===== config.mk =====
export PLATFORM = sky130hd
export DESIGN_NAME = a2l_csr
export DESIGN_NICKNAME = d
export VERILOG_FILES = /design/src/rtl/a2l_pkg.sv /design/src/rtl/a2l_csr.sv
export SDC_FILE = /design/constraint.sdc
export NUM_CORES = 1
export LEC_CHECK = 0
export ABC_AREA = 1
export BUFFER_PORTS_ARGS = -buffer_cell sky130_fd_sc_hd__buf_2
export CAP_MARGIN = 20
export CORE_UTILIZATION = 25
export CTS_CLUSTER_SIZE = 16
export DETAILED_ROUTE_END_ITERATION = 16
export GPL_TIMING_DRIVEN = 0
export SKIP_CTS_REPAIR_TIMING = 1
export SLEW_MARGIN = 20
export SYNTH_ARGS = -nofsm -noshare
export SYNTH_HDL_FRONTEND = slang
export SYNTH_SLANG_ARGS = --single-unit

===== constraint.sdc =====
create_clock -name clock -period 1.52 [get_ports clock]
set_input_delay 0.228 -clock clock [delete_from_list [all_inputs] [get_ports clock]]
set_output_delay 0.228 -clock clock [all_outputs]
set_load 0.1 [all_outputs]

===== src/rtl/a2l_pkg.sv =====
// ----------------------------------------------------------------------------
// a2l_pkg
// Shared constants and types for the address-to-line lookup block: table
// geometry, field widths, request and register codes, table entry layout.
// ----------------------------------------------------------------------------
`default_nettype none

package a2l_pkg;

   // Table geometry: real entries plus one sentinel slot
   localparam int TABLE_DEPTH = 1024;
   localparam int IDX_W       = $clog2(TABLE_DEPTH + 1);
   localparam int SW          = IDX_W + 1;          // signed search bounds

   localparam logic [IDX_W:0] DEPTH_X = (IDX_W + 1)'(TABLE_DEPTH);

   // Port field widths
   localparam int REQ_W      = 2;
   localparam int EIDX_W     = 11;
   localparam int ADDR_W     = 32;
   localparam int LINE_W     = 24;
   localparam int SLIDE_W    = 2;
   localparam int OLINE_W    = 25;
   localparam int COUNT_W    = 11;
   localparam int CSR_IDX_W  = 2;
   localparam int CSR_DATA_W = 32;

   // Request codes
   localparam logic [REQ_W-1:0] REQ_LOAD   = 2'd0;
   localparam logic [REQ_W-1:0] REQ_LOOKUP = 2'd1;
   localparam logic [REQ_W-1:0] REQ_NEXT   = 2'd2;

   // Register indexes
   localparam logic [CSR_IDX_W-1:0] CSR_TABLE_VALID = 2'd0;
   localparam logic [CSR_IDX_W-1:0] CSR_ENTRY_COUNT = 2'd1;
   localparam logic [CSR_IDX_W-1:0] CSR_ADDR_BASE   = 2'd2;
   localparam logic [CSR_IDX_W-1:0] CSR_END_MARKER  = 2'd3;

   localparam logic [LINE_W-1:0] END_MARKER_RST = {LINE_W{1'b1}};

   // Line code for "no next statement"
   localparam logic [OLINE_W-1:0] LINE_NO_NEXT = {OLINE_W{1'b1}};

   typedef struct packed {
      logic [ADDR_W-1:0] addr;
      logic [LINE_W-1:0] line;
   } entry_type;

   typedef struct packed {
      logic              en;
      logic [IDX_W-1:0]  idx;
      entry_type         data;
   } mem_wr_type;

   typedef struct packed {
      logic              en;
      logic [IDX_W-1:0]  idx;
   } mem_rd_type;

   typedef struct packed {
      logic               table_valid;
      logic [COUNT_W-1:0] entry_count;
      logic [ADDR_W-1:0]  address_base;
      logic [LINE_W-1:0]  end_marker;
   } cfg_type;

endpackage

`default_nettype wire


===== src/rtl/a2l_csr.sv =====
// ----------------------------------------------------------------------------
// a2l_csr
// Configuration registers: table present flag, entry count, load base and
// end-of-table line marker.
// ----------------------------------------------------------------------------
`default_nettype none

module a2l_csr (
   input  wire                                clock,
   input  wire                                reset,
   input  wire                                csr_valid,
   output logic                               csr_ready,
   input  wire [a2l_pkg::CSR_IDX_W-1:0]       csr_index,
   input  wire [a2l_pkg::CSR_DATA_W-1:0]      csr_data,
   output a2l_pkg::cfg_type                   cfg
);
   import a2l_pkg::*;

   cfg_type cfg_ff;
   cfg_type cfg_in;

   // Register writes are always accepted
   assign csr_ready = 1'b1;

   always_comb begin
      cfg_in = cfg_ff;
      if (csr_valid) begin
         unique case (csr_index)
            CSR_TABLE_VALID: cfg_in.table_valid  = csr_data[0];
            CSR_ENTRY_COUNT: cfg_in.entry_count  = csr_data[COUNT_W-1:0];
            CSR_ADDR_BASE:   cfg_in.address_base = csr_data[ADDR_W-1:0];
            CSR_END_MARKER:  cfg_in.end_marker   = csr_data[LINE_W-1:0];
            default:         cfg_in = cfg_ff;
         endcase
      end
   end

   always_ff @(posedge clock) begin
      if (reset) begin
         cfg_ff.table_valid  <= 1'b0;
         cfg_ff.entry_count  <= '0;
         cfg_ff.address_base <= '0;
         cfg_ff.end_marker   <= END_MARKER_RST;
      end else begin
         cfg_ff <= cfg_in;
      end
   end

   assign cfg = cfg_ff;

endmodule

`default_nettype wire


# == Word-level counts from Yosys, hierarchy flattened ==
# Cells that the tools add are included.
# word_totals
regBits,68
input_bits,37
output_inout_bits,69
wordCells,12
# op_classes
n_eq_ne,3
reduce_logical,5
# ops
operator,count
AND reduction 2 bit,4
"equality test 2 bit, second input constant",2
"equality test 2 x 1 -> 1 bit, second input constant",1
logical NOT 2 bit,1

# == Longest topological paths before layout ==
# depth
word_depth,2
mapped_depth,6
ltp_nobuf,5

# == Worst setup path before layout ==
# No wires, ideal clock.
# synth_path
path_kind,register to register
from,"reg, netlist name cfg[51]"
to,"reg cfg_ff, in the netlist cfg[51]"
arrival_time_ns,1.214
required_ns,1.456
slack_ns,0.242
path_stages_with_launch,5
path_buffers,0
cell_sequence,dfxtp_1 > inv_1 > nand2_1 > nand2_1 > nor2_1
# synth_rtl
item,line_no,text
to (signal assigned),a2l_csr.sv:45,cfg_ff <= cfg_in;
to (decl),a2l_csr.sv:19,cfg_type cfg_ff;

# == Worst setup path in the final report ==
# layout_path
from,"reg cfg_ff, in the netlist cfg[3]"
to,out cfg[3] (netlist name)
# layout_rtl
item,line_no,text
to (decl),a2l_csr.sv:15,output a2l_pkg::cfg_type cfg
# No word-level cell between the ends.

==> impl_metrics.toml <==
[synth]
postSynthAreaPerCell_um2 = 6.78
synth_seq_cells = 68
ys_seq_area_frac = 0.516
synthTopCellsByArea = "sky130_fd_sc_hd__dfxtp_1 (52%), sky130_fd_sc_hd__nand2_1 (19%), sky130_fd_sc_hd__nor2_1 (13%)"
post-synth-top-area-cell = "sky130_fd_sc_hd__dfxtp_1"
post-synth-top-area-fraction = 0.516
ys_warn_count = 0
unique_masters_post_synth = 12
syn_area_um2 = 2640
syn-instance-count = 389
synthesis.nets = 426

[detailed_routing]
finalWirelength_um = 7140
drc = 0
routedWlPerCell_um = 11.1
detailedRoute.firstIterationViolations = 111
detail_route.first_pass.iterations = 4
vias = 2617
dr_vias_cell = 4.06
ant_nets = 0

[sta]
slew_violations = 0
clock_skew_ns = 0
timing.hold.ws_ns = 0.103
setup_repair_after_global_routing_missed_its_margin = "no"
tns_ns = 0
clock.fmax_mhz = 737
worst_pin_slew_ns = 0.517
finalSetupViolCount = 0
layout_min_cycle_time_ns = 1.36
timing_hold_violations_final = 0
max-slew-margin-rel = 0.655
post-route-period-util = 0.893

[pwr]
power_report.internal_total_uw = 2970
total_power_uw = 4630
comb_power_share = 0.241
switching_share = 0.359
power.share.sequential = 0.414
total_switching_power_uw = 1660
power_per_cell_area_nw_per_um2 = 1310
power.clock.fraction = 0.345
leakage_uw = 0.00200
vdd_drop_max_mv = 0.576

[floorplanning]
die_area_um2 = 11000
die_w_um = 105
pin_count = 106
vertical_die_dimension_um = 105
rows = 37
core_region_area_um2 = 10300
initial_utilization = 0.257

[worst_setup_path]
cp_num_cells = 1
crit_path_cell_trace = "buf_2"
critical_path.n_buffers_inverters = 1
timing.critical_path.from_type = "flop"
critical_path_arrival_ns = 1.13
required_ns = 1.29
worstSetupEndpointType = "output pin"
critical-path-top-delay-family = "buffers and inverters"
setup.worst_path.class = "reg2out"
slowest_stage = "sky130_fd_sc_hd__buf_2"
max_stage_delay_ns = 0.43
reg2reg_depth = 4
path_max_fanout = 2

[global_routing]
gr-usage-all-layers = 0.136
grt_remaining_overflow = 0
grtUsageMet2 = 0.214
gr-usage-met1 = 0.176
pin_count_of_the_biggest_net_entering_global_routing = 12
via_count_of_the_first_global_routing_pass = 2341
antenna_violations_before_repair = 0
use_met3 = 0.0324
gr-max-usage-layer = "met2"
grt_first_pass_wirelength_um = 11600

[finish]
diodes_inserted = 0
final_layout_size_suffix_gt1_frac = 0.268
fillCellCount = 1141
largest_register_ff_count = 68
register_area_um2 = 1360
final_common_cell = "sky130_fd_sc_hd__nand2_1"
multi_input_comb_area_um2 = 996
commonest_non_fill_non_tap_cells_in_the_layout = "sky130_fd_sc_hd__nand2_1 (135), sky130_fd_sc_hd__buf_2 (115), sky130_fd_sc_hd__nor2_1 (88)"
layoutNonFillerInstCount = 644
area_delta_synth_final_pct = 34.0
nets = 541

[clocking]
clock_tree.root_cell = "sky130_fd_sc_hd__clkbuf_8"
numCtsBuffers = 9
clock_pin_slew_on_the_worst_setup_and_hold_paths_ns = 0.08
h-tree-depth = 3
clock_tree_from_tritoncts = "built"
cts.sinks = 68
clock_tree.buffer_depth = 2
insertion_delay_ns = 0.34

[place]
detailed_placement_wirelength_estimate_um = 5270
dpl.cell_count = 629
finalWeightedCongestion = 0.740
port_buffers = 104

[hold_path]
min_delay_path_depth = 3
hold_path.class = "in2reg"

[outcome]
status = "completed"

[flow_run]
max_cap_violations = 0
metrics by stage:
step,instance area [um^2],util,worst slack (ns)
finish,3530,0.344,0.163
global route,3530,0.344,0.110
CTS,3530,0.344,0.131
detailed placement,3330,0.324,0.148
global placement,3330,0.324,0.167
floorplan,2640,-,0.242
cell type report:
cell class	count	share of cell area
buffer	20	0.0283
clock buffer	10	0.0361
clock inverter	5	0.0220
inverter	48	0.0510
multi-input combinational	253	0.282
sequential	68	0.385
tap	136	0.0482
timing repair buffer	104	0.147
cells in the mapped netlist:
master	n
sky130_fd_sc_hd__nand2_1	135
sky130_fd_sc_hd__nor2_1	88
sky130_fd_sc_hd__dfxtp_1	68
sky130_fd_sc_hd__inv_1	46
sky130_fd_sc_hd__nand3_1	26
sky130_fd_sc_hd__buf_2	11
sky130_fd_sc_hd__clkbuf_1	6
sky130_fd_sc_hd__buf_4	3
sky130_fd_sc_hd__inv_2	2
sky130_fd_sc_hd__nand3_2	2
sky130_fd_sc_hd__a21oi_1	1
sky130_fd_sc_hd__conb_1	1
path summary, 6_finish.rpt:
path | startpoint | to | slack [ns]
min reg2reg | cfg[10] | cfg[10] | 0.47
min | csr_data[14] | cfg[14] | 0.10
max | cfg[3] | cfg[3] | 0.16
max reg2reg | cfg[25] | cfg[25] | 0.88
power by group through the flow:
stage               clock network (uW)  logic [uW]  registers [uW]
global placement                     0        1110            1960
detailed placement                   0        1120            1960
floorplan                            0         226            2640
CTS                               1650        1120            1920
finish                            1600        1110            1920
global route                      1750        1180            1930
tightest hold or removal path: stages:
cell and delay, ns:
sky130_fd_sc_hd__buf_2 0.09, sky130_fd_sc_hd__nand2_1 0.05, sky130_fd_sc_hd__nand3_1 0.05
layer usage:
layer	part of all wire	wire length, um	vias to the layer above
li1	-	-	1364
met5	0	0	-
met2	0.44	3130	94
met3	0.066	471	10
met1	0.48	3430	1149
met4	0.016	111	0
cell families (layout without fill, tap and decap cells):
group | after synthesis | after routing | synth area share
AOI/OAI and AO/OA | 1 | 1 | 0.00190
buffers and inverters | 68 | 187 | 0.106
DFF | 68 | 68 | 0.516
other | 1 | 1 | 0.00142
and+or+nand+nor | 251 | 251 | 0.374
No activity file was read; power rests on OpenSTA's default activity.
