## src/rtl/a2l_pkg.sv

```systemverilog
// ----------------------------------------------------------------------------
// a2l_pkg
// Shared constants and types for the address-to-line lookup block: table
// geometry, field widths, request and register codes, table entry layout.
// ----------------------------------------------------------------------------
`default_nettype none

package a2l_pkg;

   // Table geometry: real entries plus one sentinel slot
   localparam int TABLE_DEPTH = 1024;
   localparam int IDX_W       = $clog2(TABLE_DEPTH + 1);
   localparam int SW          = IDX_W + 1;          // signed search bounds

   localparam logic [IDX_W:0] DEPTH_X = (IDX_W + 1)'(TABLE_DEPTH);

   // Port field widths
   localparam int REQ_W      = 2;
   localparam int EIDX_W     = 11;
   localparam int ADDR_W     = 32;
   localparam int LINE_W     = 24;
   localparam int SLIDE_W    = 2;
   localparam int OLINE_W    = 25;
   localparam int COUNT_W    = 11;
   localparam int CSR_IDX_W  = 2;
   localparam int CSR_DATA_W = 32;

   // Request codes
   localparam logic [REQ_W-1:0] REQ_LOAD   = 2'd0;
   localparam logic [REQ_W-1:0] REQ_LOOKUP = 2'd1;
   localparam logic [REQ_W-1:0] REQ_NEXT   = 2'd2;

   // Register indexes
   localparam logic [CSR_IDX_W-1:0] CSR_TABLE_VALID = 2'd0;
   localparam logic [CSR_IDX_W-1:0] CSR_ENTRY_COUNT = 2'd1;
   localparam logic [CSR_IDX_W-1:0] CSR_ADDR_BASE   = 2'd2;
   localparam logic [CSR_IDX_W-1:0] CSR_END_MARKER  = 2'd3;

   localparam logic [LINE_W-1:0] END_MARKER_RST = {LINE_W{1'b1}};

   // Line code for "no next statement"
   localparam logic [OLINE_W-1:0] LINE_NO_NEXT = {OLINE_W{1'b1}};

   typedef struct packed {
      logic [ADDR_W-1:0] addr;
      logic [LINE_W-1:0] line;
   } entry_type;

   typedef struct packed {
      logic              en;
      logic [IDX_W-1:0]  idx;
      entry_type         data;
   } mem_wr_type;

   typedef struct packed {
      logic              en;
      logic [IDX_W-1:0]  idx;
   } mem_rd_type;

   typedef struct packed {
      logic               table_valid;
      logic [COUNT_W-1:0] entry_count;
      logic [ADDR_W-1:0]  address_base;
      logic [LINE_W-1:0]  end_marker;
   } cfg_type;

endpackage

`default_nettype wire

```

## src/rtl/a2l_ctrl.sv

```systemverilog
// ----------------------------------------------------------------------------
// a2l_ctrl
// Request sequencer: table loads, binary search probing one entry per
// cycle, neighbour fetch for the span, cursor stepping and result register.
// ----------------------------------------------------------------------------
`default_nettype none

module a2l_ctrl (
   input  wire                                  clock,
   input  wire                                  reset,
   input  wire                                  start,
   output logic                                 busy,
   input  wire [a2l_pkg::REQ_W-1:0]             req_type,
   input  wire [a2l_pkg::EIDX_W-1:0]            req_entry_index,
   input  wire [a2l_pkg::ADDR_W-1:0]            req_entry_address,
   input  wire [a2l_pkg::LINE_W-1:0]            req_entry_line,
   input  wire [a2l_pkg::ADDR_W-1:0]            req_query_pc,
   input  wire signed [a2l_pkg::SLIDE_W-1:0]    req_slide_mode,
   output logic                                 rsp_valid,
   output logic signed [a2l_pkg::OLINE_W-1:0]   rsp_line_number,
   output logic [a2l_pkg::ADDR_W-1:0]           rsp_statement_address,
   output logic [a2l_pkg::ADDR_W-1:0]           rsp_span_bytes,
   input  a2l_pkg::cfg_type                     cfg,
   output a2l_pkg::mem_wr_type                  mem_wr,
   output a2l_pkg::mem_rd_type                  mem_rd,
   input  a2l_pkg::entry_type                   mem_rdata
);
   import a2l_pkg::*;

   localparam logic [2:0] S_IDLE   = 3'd0;
   localparam logic [2:0] S_SEARCH = 3'd1;
   localparam logic [2:0] S_DECIDE = 3'd2;
   localparam logic [2:0] S_LK_ENT = 3'd3;
   localparam logic [2:0] S_NX_ENT = 3'd4;
   localparam logic [2:0] S_NBR    = 3'd5;

   logic [2:0]               state_ff,     state_in;
   logic [ADDR_W-1:0]        ref_ff,       ref_in;      // rebased pc or entry addr
   logic                     below_ff,     below_in;
   logic                     above_ff,     above_in;
   logic [IDX_W-1:0]         count_ff,     count_in;
   logic signed [SW-1:0]     first_ff,     first_in;
   logic signed [SW-1:0]     last_ff,      last_in;
   logic [IDX_W-1:0]         mid_ff,       mid_in;
   logic                     found_ff,     found_in;
   logic [IDX_W-1:0]         nb_idx_ff,    nb_idx_in;
   logic                     need_nb_ff,   need_nb_in;
   logic                     rev_ff,       rev_in;
   logic [ADDR_W-1:0]        addr_e_ff,    addr_e_in;
   logic [LINE_W-1:0]        line_e_ff,    line_e_in;
   logic [IDX_W-1:0]         cursor_ff,    cursor_in;
   logic                     cursor_vld_ff, cursor_vld_in;
   logic                     rsp_valid_ff, rsp_valid_in;
   logic [OLINE_W-1:0]       rsp_line_ff,  rsp_line_in;
   logic [ADDR_W-1:0]        rsp_addr_ff,  rsp_addr_in;
   logic [ADDR_W-1:0]        rsp_span_ff,  rsp_span_in;

   logic                     accept;
   logic [IDX_W-1:0]         count_sat;
   logic [IDX_W:0]           cur_p1;
   logic [IDX_W:0]           mid_p1;
   logic signed [SW-1:0]     count_s;
   logic signed [SW-1:0]     first_n;
   logic signed [SW-1:0]     last_n;
   logic [SW:0]              sum_n;
   logic                     cond_n;

   assign busy   = (state_ff != S_IDLE);
   assign accept = start && !busy;

   // Table load: single write, no result
   always_comb begin
      mem_wr.en   = accept && (req_type == REQ_LOAD) &&
                    ((IDX_W + 1)'(req_entry_index) <= DEPTH_X);
      mem_wr.idx  = req_entry_index[IDX_W-1:0];
      mem_wr.data = '{addr: req_entry_address, line: req_entry_line};
   end

   // Shared arithmetic
   assign count_sat = (cfg.entry_count > COUNT_W'(TABLE_DEPTH)) ?
                      IDX_W'(TABLE_DEPTH) : IDX_W'(cfg.entry_count);
   assign cur_p1    = {1'b0, cursor_ff} + (IDX_W + 1)'(1);
   assign mid_p1    = {1'b0, mid_ff} + (IDX_W + 1)'(1);
   assign count_s   = $signed({1'b0, count_ff});

   // Search step: narrow the window from the probed entry
   always_comb begin
      first_n = first_ff;
      last_n  = last_ff;
      if (mem_rdata.addr > ref_ff) begin
         last_n = $signed({1'b0, mid_ff}) - $signed(SW'(1));
      end else begin
         first_n = $signed({1'b0, mid_ff}) + $signed(SW'(1));
      end
      cond_n = (first_n <= last_n) && (last_n != '0);
      sum_n  = {1'b0, first_n} + {1'b0, last_n};
   end

   // Sequencer
   always_comb begin
      state_in      = state_ff;
      ref_in        = ref_ff;
      below_in      = below_ff;
      above_in      = above_ff;
      count_in      = count_ff;
      first_in      = first_ff;
      last_in       = last_ff;
      mid_in        = mid_ff;
      found_in      = found_ff;
      nb_idx_in     = nb_idx_ff;
      need_nb_in    = need_nb_ff;
      rev_in        = rev_ff;
      addr_e_in     = addr_e_ff;
      line_e_in     = line_e_ff;
      cursor_in     = cursor_ff;
      cursor_vld_in = cursor_vld_ff;
      rsp_valid_in  = 1'b0;
      rsp_line_in   = rsp_line_ff;
      rsp_addr_in   = rsp_addr_ff;
      rsp_span_in   = rsp_span_ff;
      mem_rd.en     = 1'b0;
      mem_rd.idx    = '0;

      unique case (state_ff)
         S_IDLE: begin
            if (accept) begin
               unique case (req_type)
                  REQ_LOOKUP: begin
                     if (!cfg.table_valid) begin
                        rsp_valid_in = 1'b1;
                        rsp_line_in  = '0;
                        rsp_addr_in  = '0;
                        rsp_span_in  = '0;
                     end else begin
                        count_in = count_sat;
                        ref_in   = req_query_pc - cfg.address_base;
                        below_in = req_slide_mode[1];
                        above_in = !req_slide_mode[1] && req_slide_mode[0];
                        first_in = '0;
                        last_in  = $signed({1'b0, count_sat});
                        found_in = 1'b0;
                        mid_in   = {1'b0, count_sat[IDX_W-1:1]};
                        if (count_sat != '0) begin
                           mem_rd.en  = 1'b1;
                           mem_rd.idx = {1'b0, count_sat[IDX_W-1:1]};
                           state_in   = S_SEARCH;
                        end else begin
                           state_in   = S_DECIDE;
                        end
                     end
                  end
                  REQ_NEXT: begin
                     if (!cfg.table_valid || !cursor_vld_ff) begin
                        rsp_valid_in = 1'b1;
                        rsp_line_in  = LINE_NO_NEXT;
                        rsp_addr_in  = '0;
                        rsp_span_in  = '0;
                     end else if (cur_p1 > DEPTH_X) begin
                        rsp_valid_in  = 1'b1;
                        rsp_line_in   = LINE_NO_NEXT;
                        rsp_addr_in   = '0;
                        rsp_span_in   = '0;
                        cursor_vld_in = 1'b0;
                     end else begin
                        cursor_in  = cur_p1[IDX_W-1:0];
                        mem_rd.en  = 1'b1;
                        mem_rd.idx = cur_p1[IDX_W-1:0];
                        state_in   = S_NX_ENT;
                     end
                  end
                  default: begin
                     state_in = S_IDLE;
                  end
               endcase
            end
         end

         // One probe per cycle; read data belongs to mid_ff
         S_SEARCH: begin
            if (mem_rdata.addr == ref_ff) begin
               found_in = 1'b1;
               state_in = S_DECIDE;
            end else begin
               first_in = first_n;
               last_in  = last_n;
               if (cond_n) begin
                  mid_in     = sum_n[IDX_W:1];
                  mem_rd.en  = 1'b1;
                  mem_rd.idx = sum_n[IDX_W:1];
               end else begin
                  state_in = S_DECIDE;
               end
            end
         end

         // Pick exact hit, entry below, entry above or miss
         S_DECIDE: begin
            priority if (found_ff) begin
               cursor_in  = mid_ff;
               nb_idx_in  = mid_p1[IDX_W-1:0];
               need_nb_in = (mid_p1 <= {1'b0, count_ff});
               rev_in     = 1'b0;
            end else if (below_ff && (first_ff < count_s) && !last_ff[SW-1]) begin
               cursor_in  = last_ff[IDX_W-1:0];
               nb_idx_in  = last_ff[IDX_W-1:0] + IDX_W'(1);
               need_nb_in = 1'b1;
               rev_in     = 1'b0;
            end else if (above_ff && (first_ff < count_s)) begin
               cursor_in  = first_ff[IDX_W-1:0];
               nb_idx_in  = first_ff[IDX_W-1:0] - IDX_W'(1);
               need_nb_in = (first_ff != '0);
               rev_in     = 1'b1;
            end else begin
               cursor_in  = cursor_ff;
            end
            if (found_ff || (below_ff && (first_ff < count_s) && !last_ff[SW-1]) ||
                (above_ff && (first_ff < count_s))) begin
               cursor_vld_in = 1'b1;
               mem_rd.en     = 1'b1;
               mem_rd.idx    = cursor_in;
               state_in      = S_LK_ENT;
            end else begin
               cursor_vld_in = 1'b0;
               rsp_valid_in  = 1'b1;
               rsp_line_in   = '0;
               rsp_addr_in   = '0;
               rsp_span_in   = '0;
               state_in      = S_IDLE;
            end
         end

         // Chosen lookup entry arrives
         S_LK_ENT: begin
            addr_e_in = mem_rdata.addr;
            line_e_in = mem_rdata.line;
            if (need_nb_ff) begin
               mem_rd.en  = 1'b1;
               mem_rd.idx = nb_idx_ff;
               state_in   = S_NBR;
            end else begin
               rsp_valid_in = 1'b1;
               rsp_line_in  = {1'b0, mem_rdata.line};
               rsp_addr_in  = mem_rdata.addr + cfg.address_base;
               rsp_span_in  = '0;
               state_in     = S_IDLE;
            end
         end

         // Stepped cursor entry arrives
         S_NX_ENT: begin
            addr_e_in = mem_rdata.addr;
            line_e_in = mem_rdata.line;
            if (mem_rdata.line != cfg.end_marker) begin
               ref_in = mem_rdata.addr;
               rev_in = 1'b0;
               if (cur_p1 <= DEPTH_X) begin
                  mem_rd.en  = 1'b1;
                  mem_rd.idx = cur_p1[IDX_W-1:0];
                  state_in   = S_NBR;
               end else begin
                  rsp_valid_in = 1'b1;
                  rsp_line_in  = {1'b0, mem_rdata.line};
                  rsp_addr_in  = mem_rdata.addr + cfg.address_base;
                  rsp_span_in  = '0;
                  state_in     = S_IDLE;
               end
            end else begin
               cursor_vld_in = 1'b0;
               rsp_valid_in  = 1'b1;
               rsp_line_in   = LINE_NO_NEXT;
               rsp_addr_in   = mem_rdata.addr + cfg.address_base;
               rsp_span_in   = '0;
               state_in      = S_IDLE;
            end
         end

         // Neighbour entry arrives: span and result
         S_NBR: begin
            rsp_valid_in = 1'b1;
            rsp_line_in  = {1'b0, line_e_ff};
            rsp_addr_in  = addr_e_ff + cfg.address_base;
            rsp_span_in  = rev_ff ? (ref_ff - mem_rdata.addr) : (mem_rdata.addr - ref_ff);
            state_in     = S_IDLE;
         end

         default: begin
            state_in = S_IDLE;
         end
      endcase
   end

   // Control state
   always_ff @(posedge clock) begin
      if (reset) begin
         state_ff      <= S_IDLE;
         cursor_ff     <= '0;
         cursor_vld_ff <= 1'b1;
         rsp_valid_ff  <= 1'b0;
      end else begin
         state_ff      <= state_in;
         cursor_ff     <= cursor_in;
         cursor_vld_ff <= cursor_vld_in;
         rsp_valid_ff  <= rsp_valid_in;
      end
   end

   // Datapath registers
   always_ff @(posedge clock) begin
      ref_ff      <= ref_in;
      below_ff    <= below_in;
      above_ff    <= above_in;
      count_ff    <= count_in;
      first_ff    <= first_in;
      last_ff     <= last_in;
      mid_ff      <= mid_in;
      found_ff    <= found_in;
      nb_idx_ff   <= nb_idx_in;
      need_nb_ff  <= need_nb_in;
      rev_ff      <= rev_in;
      addr_e_ff   <= addr_e_in;
      line_e_ff   <= line_e_in;
      rsp_line_ff <= rsp_line_in;
      rsp_addr_ff <= rsp_addr_in;
      rsp_span_ff <= rsp_span_in;
   end

   assign rsp_valid             = rsp_valid_ff;
   assign rsp_line_number       = $signed(rsp_line_ff);
   assign rsp_statement_address = rsp_addr_ff;
   assign rsp_span_bytes        = rsp_span_ff;

`ifndef SYNTHESIS
   // Probe window stays inside the table while searching
   a_search_window: assert property (@(posedge clock) disable iff (reset)
      (state_ff == S_SEARCH) |-> (!first_ff[SW-1] && (first_ff <= last_ff) &&
                                  (last_ff != '0) && (last_ff <= count_s)))
      else $error("search window out of bounds");

   a_search_mid: assert property (@(posedge clock) disable iff (reset)
      (state_ff == S_SEARCH) |-> (mid_ff <= count_ff))
      else $error("probe index beyond entry count");

   a_cursor_range: assert property (@(posedge clock) disable iff (reset)
      cursor_vld_ff |-> ({1'b0, cursor_ff} <= DEPTH_X))
      else $error("cursor beyond table");

   a_nbr_result: assert property (@(posedge clock) disable iff (reset)
      (state_ff == S_NBR) |=> (rsp_valid_ff && (state_ff == S_IDLE)))
      else $error("neighbour fetch gave no result");

   a_lookup_busy: assert property (@(posedge clock) disable iff (reset)
      (accept && (req_type == REQ_LOOKUP) && cfg.table_valid) |=> (busy && !rsp_valid_ff))
      else $error("lookup did not start a search");
`endif

endmodule

`default_nettype wire

```

## config.mk

```make
export PLATFORM = sky130hd
export DESIGN_NAME = a2l_ctrl
export DESIGN_NICKNAME = d
export VERILOG_FILES = /design/src/rtl/a2l_pkg.sv /design/src/rtl/a2l_ctrl.sv
export SDC_FILE = /design/constraint.sdc
export NUM_CORES = 1
export LEC_CHECK = 0
export BUFFER_PORTS_ARGS = -buffer_cell sky130_fd_sc_hd__clkbuf_2
export CORE_MARGIN = 5
export CORE_UTILIZATION = 50
export DETAILED_ROUTE_END_ITERATION = 10
export PLACE_DENSITY = 0.73
export SLEW_MARGIN = 25
export SYNTH_ARGS = -nofsm -noshare
export SYNTH_HDL_FRONTEND = slang
export SYNTH_SLANG_ARGS = --single-unit
```

## constraint.sdc

```tcl
create_clock -name clock -period 8.5 [get_ports clock]
set_input_delay 0 -clock clock [delete_from_list [all_inputs] [get_ports clock]]
set_output_delay 0 -clock clock [all_outputs]
set_load 0.1 [all_outputs]
```

Word-level counts from Yosys, hierarchy flattened
Cells that the tools add are included.

Flip-flop bits (word level): 255. Input bits: 230. Output and inout port bits: 171.

Add/sub/neg operators: 12. Magnitude comparators: 8. Eq/ne operators: 32. Mux-type cells: 116. Reductions and logical operators: 41.

Operators with widths (count): 2-to-1 mux 32 bit (16); case mux 32 bit (5 select lines) (2); 2-to-1 mux 12 bit (21); 2-to-1 mux 25 bit (8); 2-to-1 mux 11 bit (16); case mux 32 bit (2 select lines) (2); case mux 25 bit (5 select lines) (1); subtractor 32 bit (3); case mux 12 bit (2 select lines) (3); adder 32 bit (2); case mux 12 bit (5 select lines) (1); case mux 25 bit (2 select lines) (1); case mux 11 bit (2 select lines) (2); adder 11 x 1 -> 12 bit, second input constant (3); equality test 32 bit (1); > comparator 32 bit (1); 2-to-1 mux 3 bit (9); 2-to-1 mux 1 bit (25); AND reduction 5 bit (5); inequality test 2 bit, second input constant (12); inequality test 24 bit (1); nonzero test 12 bit (2); inequality test 3 bit, second input constant (6); case mux 3 bit (5 select lines) (1); 39 further kinds (65).

Depth between registers and ports, before layout
Depth after elaboration: 8. Gate-level depth with buffers: 25. Depth with buffers taken out: 24.

Worst setup path after synthesis
No wires, ideal clock.

Path type: reg-to-output. From: register ref_ff[23]. To: output mem_rd[0] in the netlist's numbering. Arrival: 6.113 ns. Required time: 8.500 ns. Setup slack: 2.387 ns. Stages on the path, launching flop included: 19. Buffers on the path: 4. Path through: edfxtp_1 ha_1 clkbuf_1 a21oi_1 o21ai_0 a21oi_1 o32ai_1 o31a_1 a21oi_1 buf_2 mux2_2 ha_1 clkbuf_1 nor4_1 a31oi_1 a21o_1 a211o_1 buf_2 o311ai_1.

RTL lines: from (decl) (RTL line a2l_ctrl.sv:38) `logic [ADDR_W-1:0] ref_ff, ref_in;`; from (signal assigned) (RTL line a2l_ctrl.sv:309) `ref_ff <= ref_in;`; to (decl) (RTL line a2l_ctrl.sv:25) `output a2l_pkg::mem_rd_type mem_rd,`.

==> flow_summary.ini <==
[clock_tree]
cts_buffers = 31
cts-htree-levels = 1
clock_sinks = 255
clockBufferDepth = 3
cts_tree = done
insertion_delay_ns = 0.58
cts_resized = 0
post_cts_buffers = 0
cts-root-buf = clkbuf_16
ctsHoldBuffers = 82
clk_pin_slew_worst_paths_ns = 0.06

[pwr]
vdd_drop_max_mv = 0.1350
power.density_nw_per_um2 = 201.2
p_leak_nw = 10.21

[place]
dp_hpwl_um = 52630
dp_slack_ns = 2.624
finalWeightedCongestion = 0.9891
io_buffers = 288

[routing]
routed-via-count = 18850
routedWlPerCell_um = 21.69
drt_iter0_markers = 1763
vias_per_cell = 6.007
drc = 0
wirelength_um = 68070
first_pass_iters = 6
ant_nets = 0

[critical_path]
arrival_ns = 6.60
crit_path_cell_trace = ha_1 > and4_1 > nand2_1 > nor2_1 > nand2_1 > o31a_1 > a21o_1 > buf_4 > o21ai_0 > inv_1 > ha_1 > a21oi_1 > o21bai_1 > a2111oi_0 > or4_1 > nand3_1 > o41ai_1 > xnor2_1 > or3_1 > o211ai_1 > clkbuf_2
reg2reg_slack_ns = 2.51
cp-startpoint = ref_ff[19]
crit_slowest_cell = a2111oi_0
worstSetupPathType = reg2out
reg2reg_from = state_ff[2]
worst_ep_required_time_ns = 8.50
worst_path_largest_cell_delay_ns = 0.62
end_kind = output port
crit_fanout = 25
crit_path_start_kind = flop

[finish]
fillers = 3682
final_common_cell = clkbuf_2
syn_to_final_growth_pct = 15.14
final_cell_mix = clkbuf_2, edfxtp_1, nor2_1
drive_above_1_share_pct = 16.36
nets = 2987

[logic_synthesis]
synthCells = 2328
syn_avg_cell_area_um2 = 8.981
ys.flop_type = edfxtp_1
syn_nets = 2741
synth_area_um2 = 20910
async_flop_share_pct = 0
ys_seq_elements = 255
synth_edf_count = 239
synth_cell_types = 95
yosysWarnings = 0
synth-seq-area-share_pct = 35.86

[status]
status = finished clean

[timing]
worst_hold_slack_ns = 0.00003857
slew_headroom_pct = 41.06
setup-tns-final_ns = 0
fmax_mhz = 151.5
finalWorstSetupSlack_ns = 1.899
tightestPinTransition_ns = 0.8618
setup_violations = 0
period_minus_slack_ns = 6.601
finalCritPeriodShare_pct = 77.66
grt_setup_unrepaired = false
slew_viol_final = 0
skew_ns = 0.01658
hold_viol_final = 0

[hold_path]
min-delay-start = req_entry_address[31]
hp-class = in2out

[floorplan]
ios = 401
die_y_um = 214.5
die_x_um = 214.5
initial_utilization_pct = 50.18
dieArea_um2 = 46010
coreArea_um2 = 41670
rows = 75

[grt]
grt_max_degree = 52
antenna_found_initial = 1
grt_use_total_pct = 28.53
overflow = 0
grt_pass1_vias = 18010
grt_pass1_wl_um = 105600

[job]
cap_violations = 0
==> path summary, 6_finish.rpt <==
path         cells after the start                         to
max                             21                 mem_rd[10]
max reg2reg                     14  rsp_statement_address[31]
min reg2reg                      1         rsp_line_number[2]
min                              0                 mem_wr[55]
==> layer usage <==
layer / GRT usage [%] / share of wire (%)
met1: 41.31 / 45
met2: 44.15 / 44
met3: 5.111 / 8.7
met4: 8.031 / 2.9
met5: 0 / 0
==> critical path, delay by kind of cell, from the launching register on <==
family | cells | cell delay, ns
AOI/OAI and AO/OA | 8 | 2.19
and+or+nand+nor | 7 | 1.55
adders and majority gates | 2 | 0.86
buffers and inverters | 3 | 0.82
DFF | 1 | 0.39
xor gates and xnor gates | 1 | 0.18
==> final cells by class <==
class                      instances  area, um2  area share (%)
antenna                            1      2.502         0.01039
clock inverter                    23      225.2          0.9355
clock buffer                      34      807.0           3.352
inverter                         165      619.3           2.573
sequential                       255       7497           31.14
timing repair buffer             388       2397           9.958
multi-input combinational       1733      11850           49.23
tap                              539      674.4           2.801
==> cells by family (layout without fill, tap and decap cells) <==
family | count (synthesis) | after routing | synth area share, %
simple gates | 710 | 710 | 16.66
compound gates | 647 | 647 | 20.23
buf+inv | 340 | 610 | 7.666
flops | 255 | 255 | 35.86
fa+ha+maj | 183 | 183 | 11.13
xor+xnor | 152 | 152 | 6.367
mux | 41 | 41 | 2.094
other cells | 0 | 1 | 0
==> cell usage after synthesis (all sizes together) (7+ instances only) <==
cell	count	share of area, %
a222oi	9	0.43
clkbuf	76	1.4
nor4	30	1.1
nand3	56	1.4
a221o	28	1.3
o21ai	167	4.1
xnor2	91	3.8
or3	15	0.45
a31oi	15	0.48
a21o	62	2.2
nor2	202	3.6
mux2	22	1.2
a21oi	179	4.3
o221ai	9	0.38
nand2b	20	0.60
nor3	37	0.93
nand4	27	0.81
inv	163	2.9
nor2b	33	0.99
ha	178	11
and4	7	0.29
o211ai	19	0.68
and2	26	0.78
buf	98	3.3
a211oi	34	1.3
nand2	193	3.5
xor2	61	2.6
or2	8	0.24
o21bai	19	0.68
mux2i	19	0.91
nor3b	10	0.36
o21a	22	0.79
edfxtp	239	34
dfxtp	16	1.5
and3	29	0.93
a211o	7	0.30
o2111ai	9	0.38
o31ai	13	0.49
==> metrics by stage <==
stage / cells / util, % / instance area, um2 / power, mW
after floorplan: 2328 / - / 20910 / 3.122
after global placement: 2998 / 53.31 / 22210 / 3.426
after detailed placement: 2998 / 53.31 / 22210 / 3.444
after CTS: 3137 / 57.76 / 24060 / 4.837
after global routing: 3138 / 57.78 / 24070 / 5.065
final: 3138 / 57.78 / 24070 / 4.843
==> state kept, by name, summed over array words and instances, names as in the netlist, 3 cells and up <==
name and flops:
count_ff 11, line_e_ff 24, rsp_span_bytes 32, mid_ff 11, cursor_ff 11, first_ff 12, ref_ff 32, rsp_line_number 25
rsp_statement_address 32, addr_e_ff 32, last_ff 12, state_ff 3, nb_idx_ff 11
==> where the power goes <==
group | internal [mW] | leakage (nW) | switching (mW) | total (mW)
registers | 1.53 | 2.36 | 0.0886 | 1.62
logic | 0.547 | 7.36 | 1.32 | 1.86
clock network | 0.780 | 0.487 | 0.576 | 1.36
(Power assumes the default switching activity.)
